===== src/sorted_threshold_histogram_assert.svh =====
// Assertion macros for the sorted-boundary histogram.
`ifndef SORTED_THRESHOLD_HISTOGRAM_ASSERT_SVH
`define SORTED_THRESHOLD_HISTOGRAM_ASSERT_SVH
`ifndef SYNTHESIS
`define STH_ASSERT_IMP(label, ante, cons) \
    label: assert property (@(posedge clk) disable iff (!rst_n) (ante) |-> (cons)) \
        else $error("%m: implication check failed");
`define STH_ASSERT_NXT(label, ante, cons) \
    label: assert property (@(posedge clk) disable iff (!rst_n) (ante) |=> (cons)) \
        else $error("%m: next-cycle check failed");
`else
`define STH_ASSERT_IMP(label, ante, cons)
`define STH_ASSERT_NXT(label, ante, cons)
`endif
`endif


===== src/sth_pkg.sv =====
// Shared types and constants for the sorted-boundary histogram.
package sth_pkg;

    localparam int MAX_SEP_DEF    = 128;
    localparam int COUNT_BITS_DEF = 48;
    localparam int VAL_W          = 64;
    localparam int BIN_W          = 8;
    localparam int CNT_W          = 48;
    localparam int CMD_W          = 2;
    localparam int STAT_W         = 2;

    typedef enum logic [CMD_W-1:0] {
        CMD_ADD   = 2'd0,
        CMD_COUNT = 2'd1,
        CMD_READ  = 2'd2,
        CMD_CLEAR = 2'd3
    } sth_cmd_t;

    typedef enum logic [STAT_W-1:0] {
        STAT_OK   = 2'd0,
        STAT_DUP  = 2'd1,
        STAT_FULL = 2'd2
    } sth_status_t;

    typedef enum logic [2:0] {
        ST_IDLE,
        ST_SRCH,
        ST_CMP,
        ST_FETCH,
        ST_DECIDE,
        ST_SHR,
        ST_SHW,
        ST_EMIT
    } sth_state_t;

    // classified command as it sits in the queue
    typedef struct packed {
        sth_cmd_t         op;
        logic             search;
        logic [VAL_W-1:0] value;
        logic [BIN_W-1:0] sel;
    } sth_item_t;

endpackage


===== src/sth_if.sv =====
// Channel interfaces: command in, result out.
interface sth_req_if;
    import sth_pkg::*;
    logic             valid;
    logic             ready;
    logic [CMD_W-1:0] cmd;
    logic [VAL_W-1:0] value;
    logic [BIN_W-1:0] bin_select;
    modport source (output valid, cmd, value, bin_select, input ready);
    modport sink   (input valid, cmd, value, bin_select, output ready);
endinterface



===== src/sth_front.sv =====
// Front end: takes commands, classifies them and queues two deep.
module sth_front
    import sth_pkg::*;
(
    input  logic      clk,
    input  logic      rst_n,
    sth_req_if.sink   req,
    output sth_item_t item,
    output logic      item_valid,
    input  logic      item_pop
);

    sth_item_t  q_reg [2];
    logic       wp_reg, wp_next;
    logic       rp_reg, rp_next;
    logic [1:0] fill_reg, fill_next;
    sth_item_t  cls;
    logic       push;

    always_comb
    begin
        cls.value = req.value;
        cls.sel   = req.bin_select;
        unique case (req.cmd)
            CMD_ADD:
            begin
                cls.op     = CMD_ADD;
                cls.search = 1'b1;
            end
            CMD_COUNT:
            begin
                cls.op     = CMD_COUNT;
                cls.search = 1'b1;
            end
            CMD_READ:
            begin
                cls.op     = CMD_READ;
                cls.search = 1'b0;
            end
            default:
            begin
                cls.op     = CMD_CLEAR;
                cls.search = 1'b0;
            end
        endcase
    end

    assign req.ready  = (fill_reg != 2'd2);
    assign push       = req.valid && req.ready;
    assign item_valid = (fill_reg != 2'd0);
    assign item       = q_reg[rp_reg];

    always_comb
    begin
        wp_next   = push ? ~wp_reg : wp_reg;
        rp_next   = item_pop ? ~rp_reg : rp_reg;
        fill_next = fill_reg + 2'(push) - 2'(item_pop);
    end

    always_ff @(posedge clk)
    begin
        if (push)
        begin
            q_reg[wp_reg] <= cls;
        end
    end

    always_ff @(posedge clk or negedge rst_n)
    begin
        if (!rst_n)
        begin
            wp_reg   <= 1'b0;
            rp_reg   <= 1'b0;
            fill_reg <= 2'd0;
        end
        else
        begin
            wp_reg   <= wp_next;
            rp_reg   <= rp_next;
            fill_reg <= fill_next;
        end
    end

endmodule


===== src/flat_wrapper.sv =====
// flat-port wrapper written by rule: the top's interface ports become plain ports
module sth_front_flat import sth_pkg::*;
  (clk, rst_n, item, item_valid, item_pop, req_valid, req_cmd, req_value, req_bin_select, req_ready);
  sth_req_if req_i ();
  input  logic clk;
  input  logic rst_n;
  output sth_item_t item;
  output logic item_valid;
  input  logic item_pop;
  input wire logic [$bits(req_i.valid)-1:0] req_valid;
  input wire logic [$bits(req_i.cmd)-1:0] req_cmd;
  input wire logic [$bits(req_i.value)-1:0] req_value;
  input wire logic [$bits(req_i.bin_select)-1:0] req_bin_select;
  output wire logic [$bits(req_i.ready)-1:0] req_ready;
  assign req_i.valid = req_valid;
  assign req_i.cmd = req_cmd;
  assign req_i.value = req_value;
  assign req_i.bin_select = req_bin_select;
  assign req_ready = req_i.ready;
  sth_front u_core (.clk(clk), .rst_n(rst_n), .req(req_i), .item(item), .item_valid(item_valid), .item_pop(item_pop));
endmodule

===== config.mk =====
export PLATFORM = sky130hd
export DESIGN_NAME = sth_front_flat
export DESIGN_NICKNAME = d
export VERILOG_FILES = /design/src/sorted_threshold_histogram_assert.svh /design/src/sth_pkg.sv /design/src/sth_if.sv /design/src/sth_front.sv /design/src/flat_wrapper.sv
export SDC_FILE = /design/constraint.sdc
export NUM_CORES = 1
export LEC_CHECK = 0
export BUFFER_PORTS_ARGS = -buffer_cell sky130_fd_sc_hd__buf_2
export CAP_MARGIN = 5
export CORE_ASPECT_RATIO = 0.6
export CORE_UTILIZATION = 52
export CTS_CLUSTER_SIZE = 20
export DETAILED_ROUTE_END_ITERATION = 8
export HOLD_SLACK_MARGIN = 0.03
export PLACE_DENSITY = 0.79
export SLEW_MARGIN = 10
export SYNTH_ARGS = -nofsm -noshare
export SYNTH_HDL_FRONTEND = slang
export SYNTH_SLANG_ARGS = --single-unit

===== constraint.sdc =====
create_clock -name clk -period 5.8 [get_ports clk]
set_input_delay 1.16 -clock clk [delete_from_list [all_inputs] [get_ports clk]]
set_output_delay 1.16 -clock clk [all_outputs]
set_load 0.01 [all_outputs]

==> impl_metrics.toml, run 1 <==
[timing]
whs_ns = 0.546
slew_viol_final = 0
hold_viol = 0
rsz0062_at_grt = "no"
worst_slew_pin_slew_ns = 1.06
fin_skew_ns = 0.0107
max_freq_ghz = 0.273
tns_ns = 0
setup_viol = 0
post-route-min-period_ns = 3.66
max-slew-margin-rel_pct = 29.2
finalCritPeriodShare_pct = 63.1

[power]
internal_power_mw = 2.69
p_leak_nw = 2.85
switchingPower_mw = 1.05
seq_power_share_pct = 44.4
peakVddDrop_v = 0.000349
p_comb_share_pct = 28.0
powerDensity_nw_per_um2 = 516
clkPwrFrac_pct = 27.5
switching_share_pct = 28.1

[final_layout]
drive_above_1_share_pct = 61.6
post_layout_nonfiller_instances = 571
area_delta_synth_final_pct = 25.6
final_common_cell = "buf_2"
antenna_cells = 0
fillCellCount = 722
mostFrequentLayoutCells = "buf_2 (154), edfxtp_1 (150), mux2_4 (40)"
fin_nets = 499
largest_register_ffs = 150

[detailed_routing]
wl_met3_um = 778
highest_layer = "met4"
wl_um = 9960
dr.pass1.iters = 4
wl_per_cell_um = 17.5
first_iter_violations = 91
met2_length_um = 4730
route.detailed.drc = 0
num_vias = 2885
routed_via_density = 5.05
drt.antenna.violating_nets = 0
drt-met1-wl_um = 4380

[floorplanning]
die_w_um = 138
rows = 29
dieArea_um2 = 11500
die_y_um = 83.6
io-pin-count = 155
floorplan.initialDensity_pct = 54.1
coreArea_um2 = 10700

[placed_design]
dp.cells = 539
gp_congestion = 0.744
hpwl_um = 6370
numPortBuffers = 154

[worst_hold_path]
hp-class = "in2async"

[clocking]
postCtsHoldBufs = 0
htreeDepth = 4
clockBufferDepth = 2
clk_pin_slew_ns = 0.06
cts-buffers-inserted = 17
cts_tree = "yes"
clk_latency_ns = 0.41
post_cts_resized = 0
cts_root_buf = "clkbuf_16"
clock_sinks = 154
post_cts_buffers = 0

[critical_path]
startpoint_type = "register"
critPathCaptureType = "primary output"
r2r_start = "u_core.fill_reg[1]"
r2r-end = "u_core.q_reg[0][65]"
required_ns = 4.64
cp_data_arrival_time_ns = 2.50
ff2ff_setup_slack_ns = 3.58
worst-path-max-fanout = 46
reg2regPathDepth = 5
crit_type = "reg2out"

[grt]
grt-ovfl-total = 0
grt_pass1_vias = 3078
grt_start_max_net_pins = 76
grt_pass1_wl_um = 15400
antenna_found_initial = 0
grt_use_total_pct = 18.1

[synth]
yosys_warnings = 0
synth_cells = 254
seq_area_frac_synth_pct = 79.7
yosysUniqueCellTypes = 19
netlist_area_um2 = 5780
syn_avg_cell_area_um2 = 22.7
synth_fp_nets = 333
yosys_register_bits = 154

[status]
status = "completed"

[run]
drv_cap = 0
[synthesized netlist by cell type]
master | count | area share [%]
clkbuf_1 | 2 | 0.13
xnor2_1 | 2 | 0.30
xor2_1 | 2 | 0.30
mux2_2 | 35 | 6.8
edfxtp_1 | 150 | 78
buf_2 | 3 | 0.26
buf_4 | 1 | 0.13
dfrtp_1 | 4 | 1.7
nand2b_1 | 1 | 0.11
nor2b_1 | 1 | 0.11
and3_1 | 1 | 0.11
buf_6 | 4 | 0.78
mux2_4 | 40 | 10
ha_1 | 1 | 0.22
nor2_1 | 1 | 0.065
inv_1 | 2 | 0.13
mux2i_1 | 1 | 0.17
or2_2 | 1 | 0.11
nand2_1 | 2 | 0.13
[routing by layer]
metal | vias up | GRT usage (%)
met2 | 113 | 27.8
met1 | 1429 | 22.8
met3 | 8 | 8.09
met5 | - | 0
met4 | 0 | 6.39
li1 | 1335 | -
[power groups by stage]
stage | combinational, mW | sequential (mW) | clock (mW)
after floorplan | 0.780 | 1.61 | 0
after global placement | 1.04 | 1.67 | 0
after detailed placement | 1.05 | 1.69 | 0
after CTS | 1.06 | 1.67 | 1.06
after global routing | 1.12 | 1.69 | 1.10
final | 1.05 | 1.66 | 1.03
[final cells by class]
type,count,area [um^2],share of cell area (%)
repair buffers,157,806,11.1
clock buffers,18,429,5.91
inverters,2,7.51,0.103
clock inverters,13,130,1.79
flip-flops and latches,154,4610,63.5
multi-input cells,88,1100,15.2
well taps,139,174,2.40
[worst max path at each step]
stage                        from                  end  cells past startpoint
floorplan               req_valid   u_core.q_reg[0][0]                      2
global placement        req_valid  u_core.q_reg[0][71]                      4
detailed placement      req_valid  u_core.q_reg[0][71]                      4
CTS                 u_core.rp_reg             item[66]                      3
global route        u_core.rp_reg             item[66]                      3
finish              u_core.rp_reg             item[66]                      3
[worst max-delay path: stages, from the launching register on]
cell	delay, ns
dfrtp_4	0.91
buf_4	0.57
mux2_2	0.42
buf_2	0.14
[cells by family (layout without fill, tap and decap cells)]
logic type / after synthesis / in the layout / share of synthesized area, %
buffers and inverters: 12 / 190 / 1.43
muxes: 76 / 76 / 17.4
DFF: 154 / 154 / 79.7
xor gates and xnor gates: 4 / 4 / 0.607
adders and majority gates: 1 / 1 / 0.217
and+or+nand+nor: 7 / 7 / 0.629
[per-stage QoR]
stage	util, %	setup WS, ns	power [mW]	area [um^2]
5_1_grt	68.0	2.03	3.91	7260
3_5_place_dp	62.6	2.46	2.74	6680
3_3_place_gp	62.6	2.52	2.71	6680
4_1_cts	67.8	2.11	3.78	7240
6_report	68.0	2.14	3.75	7260
2_1_floorplan	-	0.896	2.39	5780
Power figures use the tool's default switching activity.
==> run 2: changes to the inputs <==
- CORE_UTILIZATION: 52 -> 47
- PLACE_DENSITY: 0.79 -> 0.75
- clock period: 5.8 -> 3.2 ns (I/O delays scaled with it)
==> run 2 against run 1 <==
Critical path depth is the same. Design area grew 1.3%. Non-clock buffer count grew 2. Worst hold slack lost 0.13 ns. Largest power group unchanged. Register-to-register slack lost 2.1 ns. Largest cell class unchanged. Setup slack lost 1.7 ns. First-iteration DRC count grew 43%. Critical path type unchanged. Sequential power grew 79%. Die area grew 10%. Via count shrank 0.59%. Clock skew shrank 0.0055 ns.
==> impl_metrics.toml, run 2 (synthesis results as in run 1) <==
[status]
status = "completed"

[final_layout]
antenna_cells = 0
area_delta_synth_final_pct = 27.3
drive_above_1_share_pct = 61.4
fillCellCount = 826
mostFrequentLayoutCells = "buf_2 (154), edfxtp_1 (150), mux2_4 (40)"
ff_latch_area_um2 = 4610
largest_register_ffs = 150
fin_nets = 501
multiInputGateArea_um2 = 1100
final_common_cell = "buf_2"

[detailed_routing]
routed_via_density = 4.82
num_vias = 2868
dr.pass1.iters = 4
wl_um = 9960
first_iter_violations = 130
drt.antenna.violating_nets = 0
route.detailed.drc = 0
wl_per_cell_um = 16.7

[placed_design]
numPortBuffers = 154
gp_congestion = 0.704
pre_cts_ws_ns = 0.874

[timing]
worst_slew_pin_slew_ns = 0.651
max_freq_ghz = 0.368
tns_ns = 0
hold_viol = 0
post-route-min-period_ns = 2.71
setup_viol = 0
max-slew-margin-rel_pct = 56.6
setup_ws_ns = 0.486
whs_ns = 0.420
fin_skew_ns = 0.00519
finalCritPeriodShare_pct = 84.8
rsz0062_at_grt = "no"
slew_viol_final = 0

[run]
drv_cap = 0

[critical_path]
crit_type = "reg2out"
setup.worst_path.start = "u_core.rp_reg"
ff2ff_setup_slack_ns = 1.44
reg2regPathDepth = 4
startpoint_type = "register"
required_ns = 2.56
critPathCaptureType = "primary output"
path_cells = "buf_12, mux2_2, buf_2"
worst-path-max-fanout = 43
slowest_stage = "dfrtp_4"
cp_data_arrival_time_ns = 2.07
r2r_start = "u_core.fill_reg[0]"
r2r-end = "u_core.q_reg[0][41]"
max_stage_delay_ns = 0.76
setup.worst_path.end = "item[0]"

[floorplanning]
die_y_um = 87.9
rows = 30
dieArea_um2 = 12800
coreArea_um2 = 11600
io-pin-count = 155
floorplan.initialDensity_pct = 49.6
die_w_um = 145

[clocking]
clockBufferDepth = 2
cts_root_buf = "clkbuf_16"
postCtsHoldBufs = 1
clk_latency_ns = 0.41
htreeDepth = 4
clk_pin_slew_ns = 0.06
cts_tree = "yes"
post_cts_buffers = 0
post_cts_resized = 0
cts-buffers-inserted = 17
clock_sinks = 154

[power]
p_leak_nw = 2.87
powerDensity_nw_per_um2 = 944
peakVddDrop_v = 0.000521
finalPower_mw = 6.94

[worst_hold_path]
hp-class = "in2reg"

[grt]
grt_use_total_pct = 16.1
grt_start_max_net_pins = 49
grt_pass1_wl_um = 15000
grt_pass1_vias = 2897
grt-ovfl-total = 0
antenna_found_initial = 1
run 2: cell count changes in the layout (fill, tap and decap cells not counted), sizes merged:
cell and delta:
buf +1, dlygate4sd3 +1, clkbuf -1, inv +4
bufinv +1, clkinv -4, clkinvlp +1
run 2: cell type report:
type / count / area share, %
inverters: 2 / 0.102
flip-flops and latches: 154 / 62.7
multi-input cells: 88 / 15.0
clock inverters: 15 / 2.35
repair buffers: 159 / 11.4
well taps: 160 / 2.72
clock buffers: 17 / 5.79
run 2: how the worst min path moves through the flow:
stage                             start                  end  slack (ns)  depth (start not counted)
after floorplan                   rst_n   u_core.fill_reg[0]        0.34                          0
after global placement            rst_n        u_core.rp_reg        0.45                          1
after detailed placement          rst_n   u_core.fill_reg[1]        0.46                          1
after CTS                  req_value[1]   u_core.q_reg[1][9]        0.40                          1
after global routing       req_value[1]   u_core.q_reg[1][9]        0.40                          1
final                     req_value[45]  u_core.q_reg[0][53]        0.42                          1
run 2: power breakdown:
| part | switching (mW) | internal, mW | total, mW | leakage [nW] |
|---|---|---|---|---|
| combinational | 0.970 | 0.999 | 1.97 | 1.16 |
| sequential | 0.211 | 2.76 | 2.97 | 1.44 |
| clock | 0.771 | 1.23 | 2.00 | 0.282 |
run 2: worst max-delay path: cells and delay by family (launching register included):
kind | cells | cell delay, ns
mux | 1 | 0.38
buf+inv | 2 | 0.49
flops | 1 | 0.76
run 2: per-layer routing:
metal	global-route usage (%)	part of all wire (%)	vias up
met5	0	0	-
met4	7.56	0.98	0
met3	5.47	7.8	11
met2	24.1	45	114
met1	21.6	46	1408
li1	-	-	1335
run 2: through the flow:
step | instances | area, um^2 | util [%]
floorplan | 254 | 5780 | -
global placement | 562 | 6740 | 57.9
detailed placement | 562 | 6740 | 57.9
CTS | 595 | 7350 | 63.2
global route | 595 | 7350 | 63.2
finish | 595 | 7350 | 63.2
